[config.mk]
export PLATFORM = sky130hd
export DESIGN_NAME = nhhc_ctrl_flat
export DESIGN_NICKNAME = d
export VERILOG_FILES = /design/src/rtl/nhhc_pkg.sv /design/src/rtl/nhhc_if.sv /design/src/rtl/nhhc_ctrl.sv /design/src/flat_wrapper.sv
export SDC_FILE = /design/constraint.sdc
export NUM_CORES = 1
export LEC_CHECK = 0
export BUFFER_PORTS_ARGS = -buffer_cell sky130_fd_sc_hd__buf_4
export CORE_MARGIN = 2
export CORE_UTILIZATION = 60
export DETAILED_ROUTE_END_ITERATION = 8
export PLACE_DENSITY = 0.87
export REMOVE_ABC_BUFFERS = 1
export SYNTH_ARGS = -nofsm -noshare
export SYNTH_HDL_FRONTEND = slang
export SYNTH_SLANG_ARGS = --single-unit
[constraint.sdc]
create_clock -name clk -period 10.5 [get_ports clk]
set_input_delay 2.1 -clock clk [delete_from_list [all_inputs] [get_ports clk]]
set_output_delay 2.1 -clock clk [all_outputs]
set_load 0.01 [all_outputs]
[src/rtl/nhhc_pkg.sv]
`default_nettype none

package nhhc_pkg;

  localparam int MAX_NODES   = 64;
  localparam int ID_W        = 7;
  localparam int CMD_W       = 3;
  localparam int STATUS_W    = 2;
  localparam int IDX_W       = $clog2(MAX_NODES);
  localparam int RADDR_W     = 2 * IDX_W;
  localparam int ROUTE_DEPTH = MAX_NODES * MAX_NODES;

  localparam int APB_ADDR_W = 3;
  localparam int APB_DATA_W = 32;
  localparam logic [0:0] REG_NODE_COUNT = 1'b0;
  localparam logic [ID_W-1:0] NODE_COUNT_RESET = ID_W'(64);

  localparam logic [CMD_W-1:0] CMD_SET_DEFAULT   = 3'd0;
  localparam logic [CMD_W-1:0] CMD_CLEAR_DEFAULT = 3'd1;
  localparam logic [CMD_W-1:0] CMD_ADD_ROUTE     = 3'd2;
  localparam logic [CMD_W-1:0] CMD_REMOVE_ROUTE  = 3'd3;
  localparam logic [CMD_W-1:0] CMD_HOP_QUERY     = 3'd4;

  localparam logic [STATUS_W-1:0] STAT_APPLIED     = 2'd0;
  localparam logic [STATUS_W-1:0] STAT_NOT_APPLIED = 2'd1;
  localparam logic [STATUS_W-1:0] STAT_FOUND       = 2'd2;
  localparam logic [STATUS_W-1:0] STAT_NO_ROUTE    = 2'd3;

  typedef struct packed {
    logic               route_we;
    logic [RADDR_W-1:0] route_waddr;
    logic [ID_W-1:0]    route_wdata;
    logic [RADDR_W-1:0] route_raddr;
    logic               def_we;
    logic [IDX_W-1:0]   def_waddr;
    logic [ID_W-1:0]    def_wdata;
    logic [IDX_W-1:0]   def_raddr;
  } mem_req_t;

  function automatic logic [ID_W-1:0] norm_id(input logic [ID_W-1:0] id,
                                              input logic [ID_W-1:0] n);
    logic [ID_W-1:0] r;
    r = (id != '0 && id <= n) ? id : '0;
    return r;
  endfunction

  function automatic logic [IDX_W-1:0] id_index(input logic [ID_W-1:0] id);
    logic [ID_W-1:0] m;
    m = id - ID_W'(1);
    return m[IDX_W-1:0];
  endfunction

endpackage

`default_nettype wire

[src/rtl/nhhc_if.sv]
`default_nettype none

interface nhhc_req_if;
  logic                        valid;
  logic                        ready;
  logic [nhhc_pkg::CMD_W-1:0]  command;
  logic [nhhc_pkg::ID_W-1:0]   node;
  logic [nhhc_pkg::ID_W-1:0]   destination;
  logic [nhhc_pkg::ID_W-1:0]   next_hop;

  modport source (output valid, command, node, destination, next_hop, input ready);
  modport sink (input valid, command, node, destination, next_hop, output ready);
endinterface

interface nhhc_rsp_if;
  logic                          valid;
  logic                          ready;
  logic [nhhc_pkg::STATUS_W-1:0] status;
  logic [nhhc_pkg::ID_W-1:0]     hop_count;

  modport source (output valid, status, hop_count, input ready);
  modport sink (input valid, status, hop_count, output ready);
endinterface

`default_nettype wire

[src/rtl/nhhc_ctrl.sv]
`default_nettype none

module nhhc_ctrl (
  input  wire logic                       clk,
  input  wire logic                       rst,
  input  wire logic [nhhc_pkg::ID_W-1:0]  n_eff,
  nhhc_req_if.sink                        req,
  nhhc_rsp_if.source                      rsp,
  output nhhc_pkg::mem_req_t              mem_req,
  input  wire logic [nhhc_pkg::ID_W-1:0]  route_rdata,
  input  wire logic [nhhc_pkg::ID_W-1:0]  def_rdata
);

  typedef enum logic [1:0] {S_CLEAR, S_IDLE, S_EXEC, S_RESP} state_t;

  state_t                          state;
  logic [nhhc_pkg::CMD_W-1:0]      cmd_q;
  logic [nhhc_pkg::ID_W-1:0]       node_q;
  logic [nhhc_pkg::ID_W-1:0]       dest_q;
  logic [nhhc_pkg::ID_W-1:0]       hop_q;
  logic [nhhc_pkg::ID_W-1:0]       n_q;
  logic [nhhc_pkg::ID_W-1:0]       count;
  logic [nhhc_pkg::RADDR_W-1:0]    clr_addr;
  logic [nhhc_pkg::STATUS_W-1:0]   res_status;
  logic [nhhc_pkg::ID_W-1:0]       res_hops;
  logic                            out_valid;
  logic [nhhc_pkg::STATUS_W-1:0]   out_status;
  logic [nhhc_pkg::ID_W-1:0]       out_hops;

  logic [nhhc_pkg::ID_W-1:0]       in_node;
  logic [nhhc_pkg::ID_W-1:0]       in_dest;
  logic [nhhc_pkg::ID_W-1:0]       nh_raw;
  logic [nhhc_pkg::ID_W-1:0]       nh;
  logic [nhhc_pkg::ID_W-1:0]       count_inc;
  logic [nhhc_pkg::ID_W-1:0]       cur_sel;
  logic [nhhc_pkg::ID_W-1:0]       dest_sel;
  logic                            node_ok;
  logic                            pair_ok;
  logic                            upd_apply;

  assign req.ready     = (state == S_IDLE);
  assign rsp.valid     = out_valid;
  assign rsp.status    = out_status;
  assign rsp.hop_count = out_hops;

  assign in_node   = nhhc_pkg::norm_id(req.node, n_eff);
  assign in_dest   = nhhc_pkg::norm_id(req.destination, n_eff);
  assign nh_raw    = (route_rdata != '0) ? route_rdata : def_rdata;
  assign nh        = (nh_raw > n_q) ? '0 : nh_raw;
  assign count_inc = count + nhhc_pkg::ID_W'(1);
  assign node_ok   = (node_q != '0);
  assign pair_ok   = node_ok && (dest_q != '0);
  assign cur_sel   = (state == S_IDLE) ? in_node : nh;
  assign dest_sel  = (state == S_IDLE) ? in_dest : dest_q;

  always_comb begin
    upd_apply = 1'b0;
    unique case (cmd_q)
      nhhc_pkg::CMD_SET_DEFAULT:   upd_apply = node_ok;
      nhhc_pkg::CMD_CLEAR_DEFAULT: upd_apply = node_ok && (def_rdata == hop_q);
      nhhc_pkg::CMD_ADD_ROUTE:     upd_apply = pair_ok && (route_rdata == '0);
      nhhc_pkg::CMD_REMOVE_ROUTE:  upd_apply = pair_ok && (route_rdata == hop_q);
      default:                     upd_apply = 1'b0;
    endcase
  end

  always_comb begin
    mem_req             = '0;
    mem_req.route_raddr = {nhhc_pkg::id_index(cur_sel), nhhc_pkg::id_index(dest_sel)};
    mem_req.def_raddr   = nhhc_pkg::id_index(cur_sel);
    if (state == S_CLEAR) begin
      mem_req.route_we    = 1'b1;
      mem_req.route_waddr = clr_addr;
      mem_req.def_we      = (clr_addr[nhhc_pkg::RADDR_W-1:nhhc_pkg::IDX_W] == '0);
      mem_req.def_waddr   = clr_addr[nhhc_pkg::IDX_W-1:0];
    end else if (state == S_EXEC && upd_apply) begin
      mem_req.route_waddr = {nhhc_pkg::id_index(node_q), nhhc_pkg::id_index(dest_q)};
      mem_req.def_waddr   = nhhc_pkg::id_index(node_q);
      unique case (cmd_q)
        nhhc_pkg::CMD_SET_DEFAULT: begin
          mem_req.def_we    = 1'b1;
          mem_req.def_wdata = hop_q;
        end
        nhhc_pkg::CMD_CLEAR_DEFAULT: begin
          mem_req.def_we = 1'b1;
        end
        nhhc_pkg::CMD_ADD_ROUTE: begin
          mem_req.route_we    = 1'b1;
          mem_req.route_wdata = hop_q;
        end
        nhhc_pkg::CMD_REMOVE_ROUTE: begin
          mem_req.route_we = 1'b1;
        end
        default: begin
          mem_req.route_we = 1'b0;
        end
      endcase
    end
  end

  always_ff @(posedge clk) begin
    if (rst) begin
      state     <= S_CLEAR;
      clr_addr  <= '0;
      out_valid <= 1'b0;
    end else begin
      if (out_valid && rsp.ready && state != S_RESP) begin
        out_valid <= 1'b0;
      end
      unique case (state)
        S_CLEAR: begin
          clr_addr <= clr_addr + nhhc_pkg::RADDR_W'(1);
          if (clr_addr == '1) begin
            state <= S_IDLE;
          end
        end
        S_IDLE: begin
          if (req.valid) begin
            cmd_q  <= req.command;
            node_q <= in_node;
            dest_q <= in_dest;
            hop_q  <= nhhc_pkg::norm_id(req.next_hop, n_eff);
            n_q    <= n_eff;
            count  <= '0;
            state  <= S_EXEC;
          end
        end
        S_EXEC: begin
          if (cmd_q == nhhc_pkg::CMD_HOP_QUERY) begin
            if (!pair_ok) begin
              res_status <= nhhc_pkg::STAT_NO_ROUTE;
              res_hops   <= '0;
              state      <= S_RESP;
            end else if (node_q == dest_q) begin
              res_status <= nhhc_pkg::STAT_FOUND;
              res_hops   <= '0;
              state      <= S_RESP;
            end else if (nh == dest_q) begin
              res_status <= nhhc_pkg::STAT_FOUND;
              res_hops   <= count_inc;
              state      <= S_RESP;
            end else if (nh == '0 || count_inc >= n_q) begin
              res_status <= nhhc_pkg::STAT_NO_ROUTE;
              res_hops   <= '0;
              state      <= S_RESP;
            end else begin
              count <= count_inc;
            end
          end else begin
            res_status <= upd_apply ? nhhc_pkg::STAT_APPLIED : nhhc_pkg::STAT_NOT_APPLIED;
            res_hops   <= '0;
            state      <= S_RESP;
          end
        end
        S_RESP: begin
          if (!out_valid || rsp.ready) begin
            out_valid  <= 1'b1;
            out_status <= res_status;
            out_hops   <= res_hops;
            state      <= S_IDLE;
          end
        end
        default: begin
          state <= S_IDLE;
        end
      endcase
    end
  end

  a_rsp_from_resp: assert property (@(posedge clk) disable iff (rst)
    $rose(out_valid) |-> $past(state == S_RESP))
    else $error("result raised outside the response state");

  a_walk_bounded: assert property (@(posedge clk) disable iff (rst)
    (state == S_EXEC) |-> (count < n_q || count == '0))
    else $error("hop walk ran past the node count");

  a_write_window: assert property (@(posedge clk) disable iff (rst)
    (mem_req.route_we || mem_req.def_we) |-> (state == S_CLEAR || state == S_EXEC))
    else $error("table write outside clear or execute");

  a_found_hops: assert property (@(posedge clk) disable iff (rst)
    (out_valid && out_status != nhhc_pkg::STAT_FOUND) |-> (out_hops == '0))
    else $error("nonzero hop count without a found route");

endmodule

`default_nettype wire

[src/flat_wrapper.sv]
// flat-port wrapper written by rule: the top's interface ports become plain ports
module nhhc_ctrl_flat 
  (clk, rst, n_eff, mem_req, route_rdata, def_rdata, req_valid, req_command, req_node, req_destination, req_next_hop, req_ready, rsp_valid, rsp_status, rsp_hop_count, rsp_ready);
  nhhc_req_if req_i ();
  nhhc_rsp_if rsp_i ();
  input  wire logic clk;
  input  wire logic rst;
  input  wire logic [nhhc_pkg::ID_W-1:0] n_eff;
  output nhhc_pkg::mem_req_t mem_req;
  input  wire logic [nhhc_pkg::ID_W-1:0] route_rdata;
  input  wire logic [nhhc_pkg::ID_W-1:0] def_rdata;
  input wire logic [$bits(req_i.valid)-1:0] req_valid;
  input wire logic [$bits(req_i.command)-1:0] req_command;
  input wire logic [$bits(req_i.node)-1:0] req_node;
  input wire logic [$bits(req_i.destination)-1:0] req_destination;
  input wire logic [$bits(req_i.next_hop)-1:0] req_next_hop;
  output wire logic [$bits(req_i.ready)-1:0] req_ready;
  output wire logic [$bits(rsp_i.valid)-1:0] rsp_valid;
  output wire logic [$bits(rsp_i.status)-1:0] rsp_status;
  output wire logic [$bits(rsp_i.hop_count)-1:0] rsp_hop_count;
  input wire logic [$bits(rsp_i.ready)-1:0] rsp_ready;
  assign req_i.valid = req_valid;
  assign req_i.command = req_command;
  assign req_i.node = req_node;
  assign req_i.destination = req_destination;
  assign req_i.next_hop = req_next_hop;
  assign req_ready = req_i.ready;
  assign rsp_valid = rsp_i.valid;
  assign rsp_status = rsp_i.status;
  assign rsp_hop_count = rsp_i.hop_count;
  assign rsp_i.ready = rsp_ready;
  nhhc_ctrl u_core (.clk(clk), .rst(rst), .n_eff(n_eff), .req(req_i), .rsp(rsp_i), .mem_req(mem_req), .route_rdata(route_rdata), .def_rdata(def_rdata));
endmodule
* Yosys cells after proc, flatten, opt, wreduce, memory -nomap -nowiden *
Index checks and enable logic that the tools add are counted.

storage, ports and cells
  output and inout bits = 63
  register bits after elaboration = 71

operators by class
  reduce and logical (&&, ||, !) cells = 33
  $lt $le $gt $ge = 5
  bitwise gates (word level) = 3
  equality and inequality tests = 23
  mux-type cells = 43
  $add $sub $neg = 6

operators with widths
  cell                                                                number
  7-bit 2-to-1 mux                                                    17
  7-bit nonzero test                                                  6
  7-bit == test                                                       4
  2-bit 2-to-1 mux                                                    12
  6-bit by 1-bit subtractor with 6-bit output, second input constant  4
  7-bit <= comparator                                                 3
  20-bit 2-to-1 mux                                                   1
  7-bit zero test                                                     2
  14-bit 2-to-1 mux                                                   1
  2-bit != test, second input constant                                7
  7-bit one-hot mux with 2 select lines                               1
  13-bit 2-to-1 mux                                                   1
  12-bit by 1-bit adder with 12-bit output, second input constant     1
  12-bit == test, second input constant                               1
  6-bit 2-to-1 mux                                                    2
  1-bit logical AND                                                   10
  3-bit AND reduction                                                 3
  2-bit one-hot mux with 4 select lines                               1
  8-bit AND reduction                                                 1
  7-bit by 1-bit adder with 7-bit output, second input constant       1
  7-bit greater-or-equal comparator                                   1
  7-bit greater-than comparator                                       1
  3-bit by 2-bit == test with 1-bit output, second input constant     2
  6-bit zero test                                                     1
  18 further kinds                                                    29

* Depth between registers and ports, before layout *
  depth after elaboration = 12
  gate-level depth with buffers = 15
  depth with buffers taken out = 14

* Worst setup path after synthesis *
Ideal clock, no wire load.

  kind = input -> output
  start point = input route_rdata[1] (netlist bit)
  end point = output mem_req[31] (netlist bit)
  slack = 3670 ps
  data required time = 8400 ps
  arrival time = 4730 ps
  buffers on the path = 1
  stages = 14
  cells stage by stage = nor4_4 > and2_1 > a21oi_1 > inv_1 > ha_1 > nand4_1 > a21oi_1 > o22a_1 > nor2_1 > a32o_1 > nor3b_1 > nand3_1 > xor2_1 > buf_4

RTL lines
  element          RTL line            RTL
  start, declared  flat_wrapper.sv:10  input wire logic [nhhc_pkg::ID_W-1:0] route_rdata;
  end, declared    flat_wrapper.sv:9   output nhhc_pkg::mem_req_t mem_req;

==> metrics list <==
* Status: finished clean
* CTS sink cnt: 71
* Clk_skew: 11.6 ps
- At the worst endpoint, the required time is 8400 ps.
- Post-detailed-route DRC marker count: 0
- Counting flops with an async set or reset pin after synthesis yields a share of 0%.
- Number of failing setup endpoints in the final timing report: 0
- Of the total power, the share spent switching nets is approximately 30%.
* Critical Path, Cell by Cell: buf_4 -> nor3_1 -> and2_1 -> a21oi_1 -> inv_1 -> ha_1 -> nand4_1 -> a21oi_1 -> o22a_1 -> nor2_1 -> a32o_1 -> nor3b_1 -> nand3_1 -> xor2_1 -> buf_4
* Switching power: 212 uW
- The initial antenna violation count came to 0.
- Of all nets on the critical path, the largest fanout is 9.
- The worst hold path passes through 0 cells.
- In this run, post-CTS repair resized a total of 0 instances.
- Buffers inserted during clock tree synthesis total 9.
* CTS clock-pin slew for the worst setup and hold paths: roughly 80 ps
* Per-cell routed wire length: 16.4 um
* TritonCTS clock tree: yes
- 112 I/O pins were placed.
* Via count of the first global-routing pass: 3,971
- The number of antenna diodes in the final layout is 0.
- Compared with the post-synthesis result, the final layout area differs by 21.4%.
- A synthesized cell averages 9.79 sq um.
- The worst setup path is launched from an input pin.
* Cells taking the most area after synthesis: edfxtp_1, ha_1, xor2_1, dfxtp_1, and2_1
- The detailed router finished its first iteration with 191 violations.
- Derived from the worst setup path, the maximum achievable clock frequency is 136 MHz.
- Of the available clock period, the critical path in the final layout requires 70.1%.
- Total met3 wirelength after detailed routing: around 640 um
- The internal portion of the total power is between 500 and 600 uW.
* Share of post-route cells with drive strength above 1: 22.9%
* Slew @ Worst Pin: 1170 ps
- H-tree depth: 3
- Final Routed Wirelength: 12,000 um
* Post-DP HPWL: 9520 um
- In this run the worst hold path is classified as flip-flop to flip-flop.
- For this design, the slowest cell found on the critical path is nor3_1.
* Worst setup slack after layout: 3140 ps
- Ranked by instance count, the synthesized netlist is headed by edfxtp_1, nor2_1, ha_1, inv_1, xor2_1.
* Largest area contributor in the netlist: edfxtp_1
- In the final routing, the length of wire on met1 measures a little under 5000 um.
* Area share of the largest cell type after synthesis: 33.4%
* Total Routing Usage GR: 27.2%
- Largest net degree at the start of global routing: 32
- The smallest clock period supported by the final layout is computed as ~7400 ps.
* Most used standard cell by instance count after synthesis: edfxtp_1
- The highest layer touched by signal routing is met4.
* Per-cell via count in the routed design: 5.72
* Pins over their slew limit: 0
- The longest clock path from root to sink contains 2 buffers.
- Power density of the placed cells: between 100 and 150 nW/um^2
- Data arrives at the worst endpoint at between 5000 and 6000 ps.
* Starting density of the core: 61.6%
- RSZ-0062 raised after global routing: false
- Register bit count reported by yosys: 71
- The clock reaches the later pin of the worst-skew pair after between 300 and 400 ps.
- Counting flops with a built-in enable in the synthesized netlist gives 56.
- Clock tree root buffer cell: clkbuf_8
* Weighted congestion reported at the end of routability-driven placement: 0.899
- At the placement stage, the worst setup path has a slack of 3210 ps.
- For this run, the post-layout net count is approximately 700.
- Quantity of hold-fixing buffers added after cts: 0
* Die Wd: 95.6 um
- In this run the vertical extent of the chip is 95.6 um.
- Max VDD drop: 0.101 mV
- Max-cap violations in this run came to 0.
- First-pass detailed-route iteration total: 4
- The clock network is responsible for 30.7% of the overall power.
- The first global-routing pass estimated 18,900 um of wire.
- The Yosys step of the flow raised 0 warnings.
- Leakage power figure: 2.62 nW
- The count of endpoints failing hold in the final timing report came to 0.
- Worst-case headroom to the max-slew limit: a little over a fifth
- After synthesis, flip-flops and latches occupy slightly below 40% of the total area.
- In the synthesized netlist the dominant register cell turns out to be edfxtp_1.
- Combinational power share: 25.0%
- In this run the post-CTS setup repair buffer count came out at 0.
- Synthesis produced a netlist whose cell count is between 500 and 600.
* Wire length on met2: roughly 6000 um
* Row cnt: 33
- For the worst flop-to-flop path, the logic depth is 9.
- Die outline area: 9140 sq um
- Across all layers, the routed design uses 4,170 vias.
- Summing every instance area after synthesis gives 5030 sq um.
- After global routing the overflow that remains totals 0.
* Critical Path End Type: output pin
* Setup TNS: 0 ps
* Port Buffer Count: 111
* Count of nets left with antenna violations after detail routing: 0
* Sequential power share: 44.3%
- The region available for standard cell placement spans 8180 sq um.
- The setup path with the least slack is of type input pin to output pin.
* Slowest stage delay, CP: 520 ps
- After synthesis, the netlist uses 57 different library cells.
registers in the layout, indices dropped and copies added (netlist names):
name / count
u_core.cmd_q: 3
u_core.n_q: 7
u_core.state: 2
u_core.node_q: 7
u_core.rsp.valid: 1
u_core.clr_addr: 12
u_core.dest_q: 7
u_core.res_hops: 7
u_core.rsp.status: 2
u_core.hop_q: 7
u_core.rsp.hop_count: 7
u_core.res_status: 2
u_core.count: 7
worst paths after layout:
| check | from | slack (ps) | end |
|---|---|---|---|
| worst max-delay path | route_rdata[5] | 3140 | mem_req[5] |
| worst min-delay path | u_core.res_status[1]$_SDFFCE_PN0P_ | 420 | u_core.rsp.status[1]$_DFFE_PP_ |
| worst max register to register | u_core.count[0]$_SDFFCE_PN0P_ | 7060 | u_core.count[5]$_SDFFCE_PN0P_ |
| worst min register to register | u_core.res_status[1]$_SDFFCE_PN0P_ | 420 | u_core.rsp.status[1]$_DFFE_PP_ |
stage by stage:
stage	cells	total power [mW]	utilization, %	area [sq um]	hold slack (ps)
finish	729	0.719	74.7	6110	419
global route	729	0.749	74.7	6110	427
CTS	729	0.719	74.7	6100	423
detailed placement	713	0.502	72.3	5910	406
global placement	713	0.496	72.3	5910	402
floorplan	496	0.422	-	4930	400
final cells by class:
cell class / count / area, sq um
inverters: 42 / 158
clock buffers: 10 / 128
well taps: 105 / 131
repair buffers: 112 / 841
fillers: 591 / 2060
clock inverters: 6 / 70.1
flip-flops and latches: 71 / 1980
multi-input cells: 383 / 2800
per-layer routing:
layer / GRT usage, % / up-vias
met3: 6.32 / 28
met1: 32.9 / 1952
met4: 11.9 / 0
met2: 46.0 / 151
met5: 0 / -
li1: - / 2039
worst max-delay path, delay by kind of cell:
| kind | cells | cell delay [ps] |
|---|---|---|
| AND/OR/NAND/NOR | 6 | 1490 |
| AO/OA/AOI/OAI | 4 | 960 |
| buffers and inverters | 3 | 370 |
| XOR/XNOR | 1 | 210 |
| adder cells (fa/ha/maj) | 1 | 120 |
power by group through the flow:
stage | clock network (mW) | registers (mW) | logic, mW
after global routing | 0.234 | 0.319 | 0.196
after CTS | 0.222 | 0.318 | 0.179
after detailed placement | 0 | 0.324 | 0.177
after global placement | 0 | 0.324 | 0.172
after floorplan | 0 | 0.322 | 0.0998
final | 0.221 | 0.318 | 0.179
cells in the final DEF, fill, tap and decap left out, types with 3 or more instances in the layout:
cell	count
mux2i_1	7
nor3b_1	3
clkinvlp_4	3
o21a_1	9
inv_1	42
a31o_2	4
xor2_1	35
nor4_1	7
buf_4	112
nor2b_1	14
nand2b_1	5
ha_1	47
a31oi_1	6
o211ai_1	3
xnor2_1	19
nand2_1	25
and2_1	30
nor3_1	9
nand3b_1	3
nand4_1	12
nor2_1	49
dfxtp_1	15
and3_1	6
edfxtp_1	56
o21ai_0	24
a21oi_1	12
a21o_1	5
clkbuf_8	9
nand3_1	14
cell families (layout without fill, tap and decap cells):
| kind of cell | count (synthesis) | in the layout | synth area share (%) |
|---|---|---|---|
| AND/OR/NAND/NOR | 189 | 189 | 20.9 |
| AO/OA/AOI/OAI | 85 | 85 | 11.9 |
| flip-flops | 71 | 71 | 39.4 |
| multiplexers | 8 | 8 | 1.69 |
| XOR/XNOR | 54 | 54 | 9.40 |
| buffers and inverters | 60 | 170 | 5.07 |
| adder cells (fa/ha/maj) | 47 | 47 | 11.7 |
(Power assumes the default switching activity.)
